===== src/hjc_pkg.sv =====
// Shared constants, types and action codes for the hash join build/probe counter.
// Used by hjc_hash and hash_join_build_probe_counter; depends on nothing.
`timescale 1ns / 1ps
package hjc_pkg;
  localparam int CAPACITY    = 4096;
  localparam int MAX_BUCKETS = 1024;
  localparam int KEY_W       = 64;
  localparam int CFG_W       = 11;
  localparam int TOTAL_W     = 48;
  localparam int LINK_W      = $clog2(CAPACITY + 1);
  localparam int SLOT_W      = $clog2(CAPACITY);
  localparam int BKT_W       = $clog2(MAX_BUCKETS);
  localparam int NB_W        = $clog2(MAX_BUCKETS + 1);
  localparam int MIX_CNT_W   = $clog2(KEY_W);

  localparam logic [KEY_W-1:0] MIX_C1 = 64'hff51afd7ed558ccd;
  localparam logic [KEY_W-1:0] MIX_C2 = 64'hc4ceb9fe1a85ec53;
  localparam logic [TOTAL_W-1:0] TOTAL_MAX = {TOTAL_W{1'b1}};

  localparam logic [1:0] ACT_BUILD = 2'd0;
  localparam logic [1:0] ACT_PROBE = 2'd1;
  localparam logic [1:0] ACT_CLEAR = 2'd2;

  typedef struct packed {
    logic             start;
    logic [KEY_W-1:0] key;
    logic [NB_W-1:0]  nbuckets;
  } hjc_hash_req_t;

  typedef struct packed {
    logic             done;
    logic [BKT_W-1:0] bucket;
  } hjc_hash_res_t;
endpackage


===== src/hjc_hash.sv =====
// Multi-cycle bucket index unit: murmur3 64-bit finalizer on a shared 32x32
// multiplier, then a bit-serial remainder by the bucket count. Uses hjc_pkg.
`timescale 1ns / 1ps
module hjc_hash import hjc_pkg::*; (
  input  logic          clk,
  input  logic          rst_n,
  input  hjc_hash_req_t req,
  output hjc_hash_res_t res
);
  localparam logic [1:0] H_IDLE = 2'd0;
  localparam logic [1:0] H_MUL1 = 2'd1;
  localparam logic [1:0] H_MUL2 = 2'd2;
  localparam logic [1:0] H_MOD  = 2'd3;

  logic [1:0]           state_r, state_nxt;
  logic [1:0]           sub_r, sub_nxt;
  logic [MIX_CNT_W-1:0] cnt_r, cnt_nxt;
  logic [KEY_W-1:0]     x_r, x_nxt;
  logic [KEY_W-1:0]     acc_r, acc_nxt;
  logic [NB_W-1:0]      n_r, n_nxt;
  logic [NB_W-1:0]      rem_r, rem_nxt;
  logic                 done_r, done_nxt;
  logic [KEY_W-1:0]     cst;
  logic [31:0]          op_a, op_b;
  logic [63:0]          prod;
  logic [KEY_W-1:0]     sum;
  logic [NB_W:0]        trial;

  assign cst  = (state_r == H_MUL1) ? MIX_C1 : MIX_C2;
  assign op_a = (sub_r == 2'd2) ? x_r[63:32] : x_r[31:0];
  assign op_b = (sub_r == 2'd1) ? cst[63:32] : cst[31:0];
  assign prod = op_a * op_b;
  assign sum  = acc_r + {prod[31:0], 32'b0};
  assign trial = {rem_r, x_r[KEY_W-1]};

  always_comb begin
    state_nxt = state_r;
    sub_nxt   = sub_r;
    cnt_nxt   = cnt_r;
    x_nxt     = x_r;
    acc_nxt   = acc_r;
    n_nxt     = n_r;
    rem_nxt   = rem_r;
    done_nxt  = 1'b0;
    unique case (state_r)
      H_IDLE: begin
        if (req.start) begin
          x_nxt     = req.key ^ (req.key >> 33);
          n_nxt     = req.nbuckets;
          sub_nxt   = 2'd0;
          state_nxt = H_MUL1;
        end
      end
      H_MUL1, H_MUL2: begin
        if (sub_r == 2'd0) begin
          acc_nxt = prod;
          sub_nxt = 2'd1;
        end else if (sub_r == 2'd1) begin
          acc_nxt = sum;
          sub_nxt = 2'd2;
        end else begin
          x_nxt   = sum ^ (sum >> 33);
          sub_nxt = 2'd0;
          if (state_r == H_MUL1) begin
            state_nxt = H_MUL2;
          end else begin
            rem_nxt   = '0;
            cnt_nxt   = '0;
            state_nxt = H_MOD;
          end
        end
      end
      H_MOD: begin
        if (trial >= {1'b0, n_r}) begin
          rem_nxt = NB_W'(trial - {1'b0, n_r});
        end else begin
          rem_nxt = NB_W'(trial);
        end
        x_nxt   = x_r << 1;
        cnt_nxt = cnt_r + 1'b1;
        if (cnt_r == MIX_CNT_W'(KEY_W - 1)) begin
          done_nxt  = 1'b1;
          state_nxt = H_IDLE;
        end
      end
      default: state_nxt = H_IDLE;
    endcase
  end

  always_ff @(posedge clk) begin
    if (!rst_n) begin
      state_r <= H_IDLE;
      done_r  <= 1'b0;
      sub_r   <= '0;
      cnt_r   <= '0;
    end else begin
      state_r <= state_nxt;
      done_r  <= done_nxt;
      sub_r   <= sub_nxt;
      cnt_r   <= cnt_nxt;
    end
    x_r   <= x_nxt;
    acc_r <= acc_nxt;
    n_r   <= n_nxt;
    rem_r <= rem_nxt;
  end

  assign res.done   = done_r;
  assign res.bucket = rem_r[BKT_W-1:0];
endmodule

===== config.mk =====
export PLATFORM = sky130hd
export DESIGN_NAME = hjc_hash
export DESIGN_NICKNAME = d
export VERILOG_FILES = /design/src/hjc_pkg.sv /design/src/hjc_hash.sv
export SDC_FILE = /design/constraint.sdc
export NUM_CORES = 2
export LEC_CHECK = 0
export BUFFER_PORTS_ARGS = -buffer_cell sky130_fd_sc_hd__buf_2
export CORE_ASPECT_RATIO = 0.9
export CORE_MARGIN = 4
export CORE_UTILIZATION = 55
export CTS_CLUSTER_DIAMETER = 150
export DETAILED_ROUTE_END_ITERATION = 7
export HOLD_SLACK_MARGIN = 0.1
export PLACE_DENSITY_LB_ADDON = 0.12
export RECOVER_POWER = 50
export SLEW_MARGIN = 10
export SYNTH_ARGS = -nofsm -noshare
export SYNTH_HDL_FRONTEND = slang
export SYNTH_SLANG_ARGS = --single-unit

===== constraint.sdc =====
create_clock -name clk -period 18.5 [get_ports clk]
set_input_delay 0.925 -clock clk [delete_from_list [all_inputs] [get_ports clk]]
set_output_delay 0.925 -clock clk [all_outputs]
set_load 0.03 [all_outputs]

* After elaboration in Yosys (flattened, before gate mapping) *
Index checks and enable logic that the tools add are counted.

storage, ports and cells
  flip-flop bits (word level) = 161
  input bits = 78
  output and inout bits = 11
  word-level logic and storage cells = 68

operators by class
  add/subtract/negate cells = 3
  multiply operators = 1
  magnitude comparators = 1
  eq/ne operators = 11
  muxes and demuxes = 29
  bitwise logic cells = 2
  reductions and logical operators = 13

operators with widths
  cell                 count
  $mux 64              5
  $pmux 64 s3          1
  $xor 64x31->64       2
  $add 64x64->64       1
  $mul 32x32->64       1
  $mux 32              2
  $mux 62              1
  $mux 11              4
  $pmux 11 s2          1
  $mux 6               3
  $mux 2               7
  $ge 12x11->1         1
  $pmux 6 s2           1
  $sub 11x11->11       1
  $ne 2x2->1 const B   5
  $reduce_and 2->1     4
  $reduce_and 4->1     2
  $add 6x1->6 const B  1
  $eq 2x2->1 const B   3
  $eq 6x6->1 const B   1
  $pmux 2 s3           1
  $reduce_bool 2->1    3
  $eq 2x1->1 const B   2
  $logic_not 2->1      2
  other kinds (4)      5

* Longest topological paths before layout *
  word-level depth = 9
  depth in mapped cells = 45
  mapped depth without buffers = 42

* Worst setup path after synthesis *
No wires, ideal clock.

  path kind = reg-to-reg
  start point = register sub_r[0]
  end point = register x_r[30], data pin
  library setup time = 0.264 ns
  arrival time = 9.612 ns
  required time = 18.236 ns
  setup slack = 8.624 ns
  stages on the path, launching flop included = 42
  buffers on the path = 4
  clock period less this slack = 9.876 ns
  path through = dfxtp_1 > nand2b_1 > clkbuf_1 > buf_2 > buf_1 > mux2i_1 > inv_1 > and2_1 > fa_1 > inv_1 > fa_1 > inv_1 > fa_1 > inv_1 > fa_1 > inv_1 > fa_1 > inv_1 > (+6 left out) > ha_1 > a21o_1 > nor2_1 > nor4b_2 > o21ai_0 > a31oi_1 > xnor2_1 > ha_1 > clkbuf_1 > a21oi_1 > o21bai_1 > a21oi_1 > o21bai_1 > a2111oi_0 > a21oi_1 > xnor2_1 > xnor2_1 > o21ai_1

on the way
  word-level cells in the longest chain between the ends = 8
  elaborated cells on any way between the ends = 10
  those cells by class = add/sub (1); mul (1); eq/ne (2); mux (5); bitwise (1)

RTL lines
  what                                      line                            RTL
  start, declared                           hjc_hash.sv:16                  logic [1:0] sub_r, sub_nxt;
  start signal, assigned                    hjc_hash.sv:99                  sub_r <= sub_nxt;
  $eq 2x2->1 or $eq 2x1->1 (tied branches)  hjc_hash.sv:30, hjc_hash.sv:31
  $mux 32 (on tied branches)                hjc_hash.sv:30, hjc_hash.sv:31
  $mul 32x32->64 *                          hjc_hash.sv:32                  assign prod = op_a * op_b;
  $add 64x64->64 *                          hjc_hash.sv:33                  assign sum = acc_r + {prod[31:0], 32'b0};
  $xor 64x31->64 *                          hjc_hash.sv:62                  x_nxt = sum ^ (sum >> 33);
  $mux 64 *                                 hjc_hash.sv:58                  end else if (sub_r == 2'd1) begin
  $mux 64 *                                 hjc_hash.sv:55                  if (sub_r == 2'd0) begin
  $pmux 64 s3 *                             hjc_hash.sv:45                  unique case (state_r)
  named net x_nxt[30]                       hjc_hash.sv:18                  logic [KEY_W-1:0] x_r, x_nxt;
  end signal, assigned                      hjc_hash.sv:102                 x_r <= x_nxt;
  end, declared                             hjc_hash.sv:18

Mark *: on every way through the listed nets, which the timed path passes. The rest lies on a longest branch. The select of a mux whose other input is x is not followed.
A chain may end at the register's enable or synchronous reset.

* Worst setup path in the final report *
  start point = register state_r[1]
  end point = register x_r[59], data pin

on the way
  word-level cells in the longest chain between the ends = 9
  elaborated cells on any way between the ends = 13
  those cells by class = add/sub (1); mul (1); eq/ne (3); mux (5); bitwise (1); reduce/logical (2)

RTL lines
  what                    line                            RTL
  start, declared         hjc_hash.sv:15                  logic [1:0] state_r, state_nxt;
  start signal, assigned  hjc_hash.sv:97                  state_r <= state_nxt;
  $eq 2x1->1              hjc_hash.sv:29, hjc_hash.sv:45
  $mux 62                 hjc_hash.sv:29                  assign cst = (state_r == H_MUL1) ? MIX_C1 : MIX_C2;
  $mux 32                 hjc_hash.sv:31                  assign op_b = (sub_r == 2'd1) ? cst[63:32] : cst[31:0];
  $mul 32x32->64          hjc_hash.sv:32
  $add 64x64->64          hjc_hash.sv:33
  $xor 64x31->64          hjc_hash.sv:62
  $mux 64                 hjc_hash.sv:58
  $mux 64                 hjc_hash.sv:55
  $pmux 64 s3 *           hjc_hash.sv:45
  named net x_nxt[59]     hjc_hash.sv:18

Marked as above.

==> summary.md <==
| Metric | Value |
|---|---|
| Crit path kind | `flop to flop` |
| Layout Nets | `5306` |
| Relative slew margins | `-1.52` |
| Top_reg_cell synth | `edfxtp_1` |
| Fmax achieved | `87.9 MHz` |
| Layout cells sized above 1 | `0.0515` |
| Hold endpoint | `cnt_r[5]` |
| # diodes | `0` |
| Mapped Cells | `3981` |
| CTS root buf | `clkbuf_16` |
| Count of input and output buffers | `88` |
| DP HPWL | `112000 um` |
| FF-to-FF Start | `state_r[1]` |
| CP max-delay cell | `a311oi_1` |
| Final Non-Filler Cells | `4976` |
| Num rows | `92` |
| Initial antenna violation count | `5` |
| Startpoint Class | `flop` |
| Min-delay src | `cnt_r[5]` |
| Vias | `28800` |
| Global Route Usage Sum | `0.349` |
| Syn avg cell area | `9.85 um2` |
| RSZ-0062 raised after global routing | `false` |
| Worst hold path depth | `2` |
| Slew @ Worst Pin | `3.77 ns` |
| GRT Residual Overflow | `0` |
| Failing checks | `max-capacitance violations, max-slew violations` |
| Hold slack | `0.491 ns` |
| Die X | `290 um` |
| Mapped Area | `39200 um2` |
| Number of synthesized register bits | `161` |
| Routed Antenna Nets | `0` |
| Initial core utilization | `0.558` |
| Clock sinks | `161` |
| Clock latency at the later pin of the worst-skew pair | `0.44 ns` |
| Finished Cell Area | `41300 um2` |
| DR vias/cell | `5.78` |
| FF-to-FF path depth | `37` |
| Core area | `70300 um2` |
| Largest net degree at the start of global routing | `80` |
| Placed cells | `4944` |
| Final Critical Period | `11.37 ns` |
| Max clock buf depth | `2` |
| R2R Setup Slk | `7.13 ns` |
| Die height | `261 um` |
| Global placer's final weighted congestion | `1.06` |
| Synth unique cells | `88` |
| First-pass GRT wire length | `192000 um` |
| Final setup vio count | `0` |
| CTS buffer count | `17` |
| Syn_nets | `5264` |
| Starting DRT DRC Count | `3129` |
| Reg-to-reg endpoint | `x_r[59]` |
| Pre-antenna DRT Iters | `6` |
| Hold Fails Final Rpt | `0` |
| Maxcap violations | `6` |
| Ports | `89` |
| Fill count | `6232` |
| Worst Hold Class | `flop to flop` |
| Drt drc | `0` |
| Final WL | `128000 um` |
| CP arrival | `11.50 ns` |
| Number of global-route vias before repair | `29800` |
| Post-CTS sizing | `0` |
| Post-synth EDFFs | `150` |
| Outcome | `complete, but fails checks` |
| Final Max Tran Viols | `266` |
| Yosys warns | `0` |
| # H-tree levels | `4` |
| Sum Neg Setup Slack | `0 ns` |
| Critical path's largest stage delay | `0.65 ns` |
| CP Max Fanout | `57` |
| Die area | `75700 um2` |
| Area after DPL | `40800 um2` |
| Clock slew at reported path FFs | `0.07 ns` |
| Crit end category | `flop` |
| Area Overhead vs Synth | `5.28%` |
| TritonCTS clock tree | `yes` |
| Critical path's most frequent cell | `fa_1` |
| Clock skew | `0.0167 ns` |
| Final period util | `0.615` |
| Sequential fraction of the synthesis area | `0.120` |
| CP Data Required Time | `18.62 ns` |
| Synth async-reset ratio | `0` |
| Postcts setup bufs | `0` |
| Hold Buf Count CTS | `0` |
| DR WL/cell | `25.7 um` |
-- per-layer routing --
metal	up-vias	GRT usage	wire length [um]
met1	14500	0.496	52500
met4	4	0.157	7580
met2	1569	0.518	55400
li1	12400	-	-
met3	317	0.0740	12200
met5	-	0	21
-- kinds of logic (layout without fill, tap and decap cells) --
logic type | count (synthesis) | count (layout) | synth area share
fa+ha+maj | 1205 | 1205 | 0.549
buf+inv | 1132 | 1187 | 0.110
simple gates | 762 | 762 | 0.0874
compound gates | 520 | 520 | 0.0860
flops | 161 | 161 | 0.120
xor+xnor | 158 | 158 | 0.0353
mux | 43 | 43 | 0.0113
-- worst max path at each step --
| stage | start | to | slack [ns] | cells after the start |
|---|---|---|---|---|
| final | state_r[1] | x_r[59] | 7.13 | 37 |
| after global placement | state_r[1] | x_r[59] | 7.59 | 37 |
| after global routing | state_r[1] | x_r[63] | 6.60 | 42 |
| after CTS | state_r[1] | x_r[30] | 7.42 | 41 |
| after floorplan | sub_r[0] | x_r[30] | 8.62 | 41 |
| after detailed placement | state_r[1] | x_r[30] | 7.50 | 41 |
-- stage by stage --
step	worst slack [ns]	utilization
finish	7.13	0.587
global route	6.60	0.587
CTS	7.42	0.588
detailed placement	7.50	0.580
global placement	7.59	0.580
floorplan	8.62	-
-- state kept, by name (all words and copies together) (netlist names) --
signal	cells
rem_r	11
cnt_r	6
sub_r	2
x_r	64
acc_r	64
done_r	1
n_r	11
state_r	2
-- cell usage after synthesis, types with 18 or more instances --
cell | number | share of area
a31oi_1 | 18 | 0.0029
a21o_1 | 45 | 0.0086
a21oi_1 | 130 | 0.017
nand2_1 | 301 | 0.029
xor2_1 | 72 | 0.016
o21ai_0 | 144 | 0.018
inv_1 | 1014 | 0.097
a22oi_1 | 46 | 0.0088
xnor2_1 | 86 | 0.019
nor2_1 | 227 | 0.022
and3_1 | 23 | 0.0037
and2_1 | 75 | 0.012
nand3_1 | 36 | 0.0046
ha_1 | 342 | 0.11
mux2i_1 | 34 | 0.0087
fa_1 | 863 | 0.44
clkbuf_1 | 89 | 0.0085
edfxtp_1 | 150 | 0.11
-- worst max-delay path: cells and delay by family, from the launching register on --
family / cells / cell delay [ns]
compound gates: 9 / 2.64
simple gates: 3 / 0.62
buf+inv: 11 / 2.12
xor+xnor: 2 / 0.42
fa+ha+maj: 12 / 4.69
flops: 1 / 0.32
-- final cells by class --
class	instances	area, um2	share of cell area
multi-input cells	2688	30200	0.732
well taps	940	1180	0.0285
repair buffers	137	767	0.0186
clock buffers	17	425	0.0103
clock inverters	15	173	0.00418
flip-flops and latches	161	4720	0.114
inverters	1018	3820	0.0925
-- placed cells by master (no fill, tap or decap), types with 7 or more instances in the layout --
cell       instances
a21o_1            45
buf_4             42
o31ai_1           10
mux2i_1           34
nor3_1            14
mux2_2             9
a21oi_1          130
xor2_1            72
or2_2             15
a31oi_1           18
nand4_1           17
dfxtp_1           11
o211ai_1          10
a221oi_1          15
a22oi_1           46
nand2_1          301
o221ai_1           7
nand2b_1          12
o21bai_1          13
clkbuf_16         17
o21ai_0          144
xnor2_1           86
and2_1            73
nor2_1           223
o21a_1            13
inv_1           1013
clkbuf_1          19
ha_1             342
and3_1            23
nor2b_1           15
edfxtp_1         150
buf_2             76
fa_1             863
nand3_1           36
Power is not shown: default switching activity piles up to over one toggle a cycle in this logic, so the estimate is an artifact.
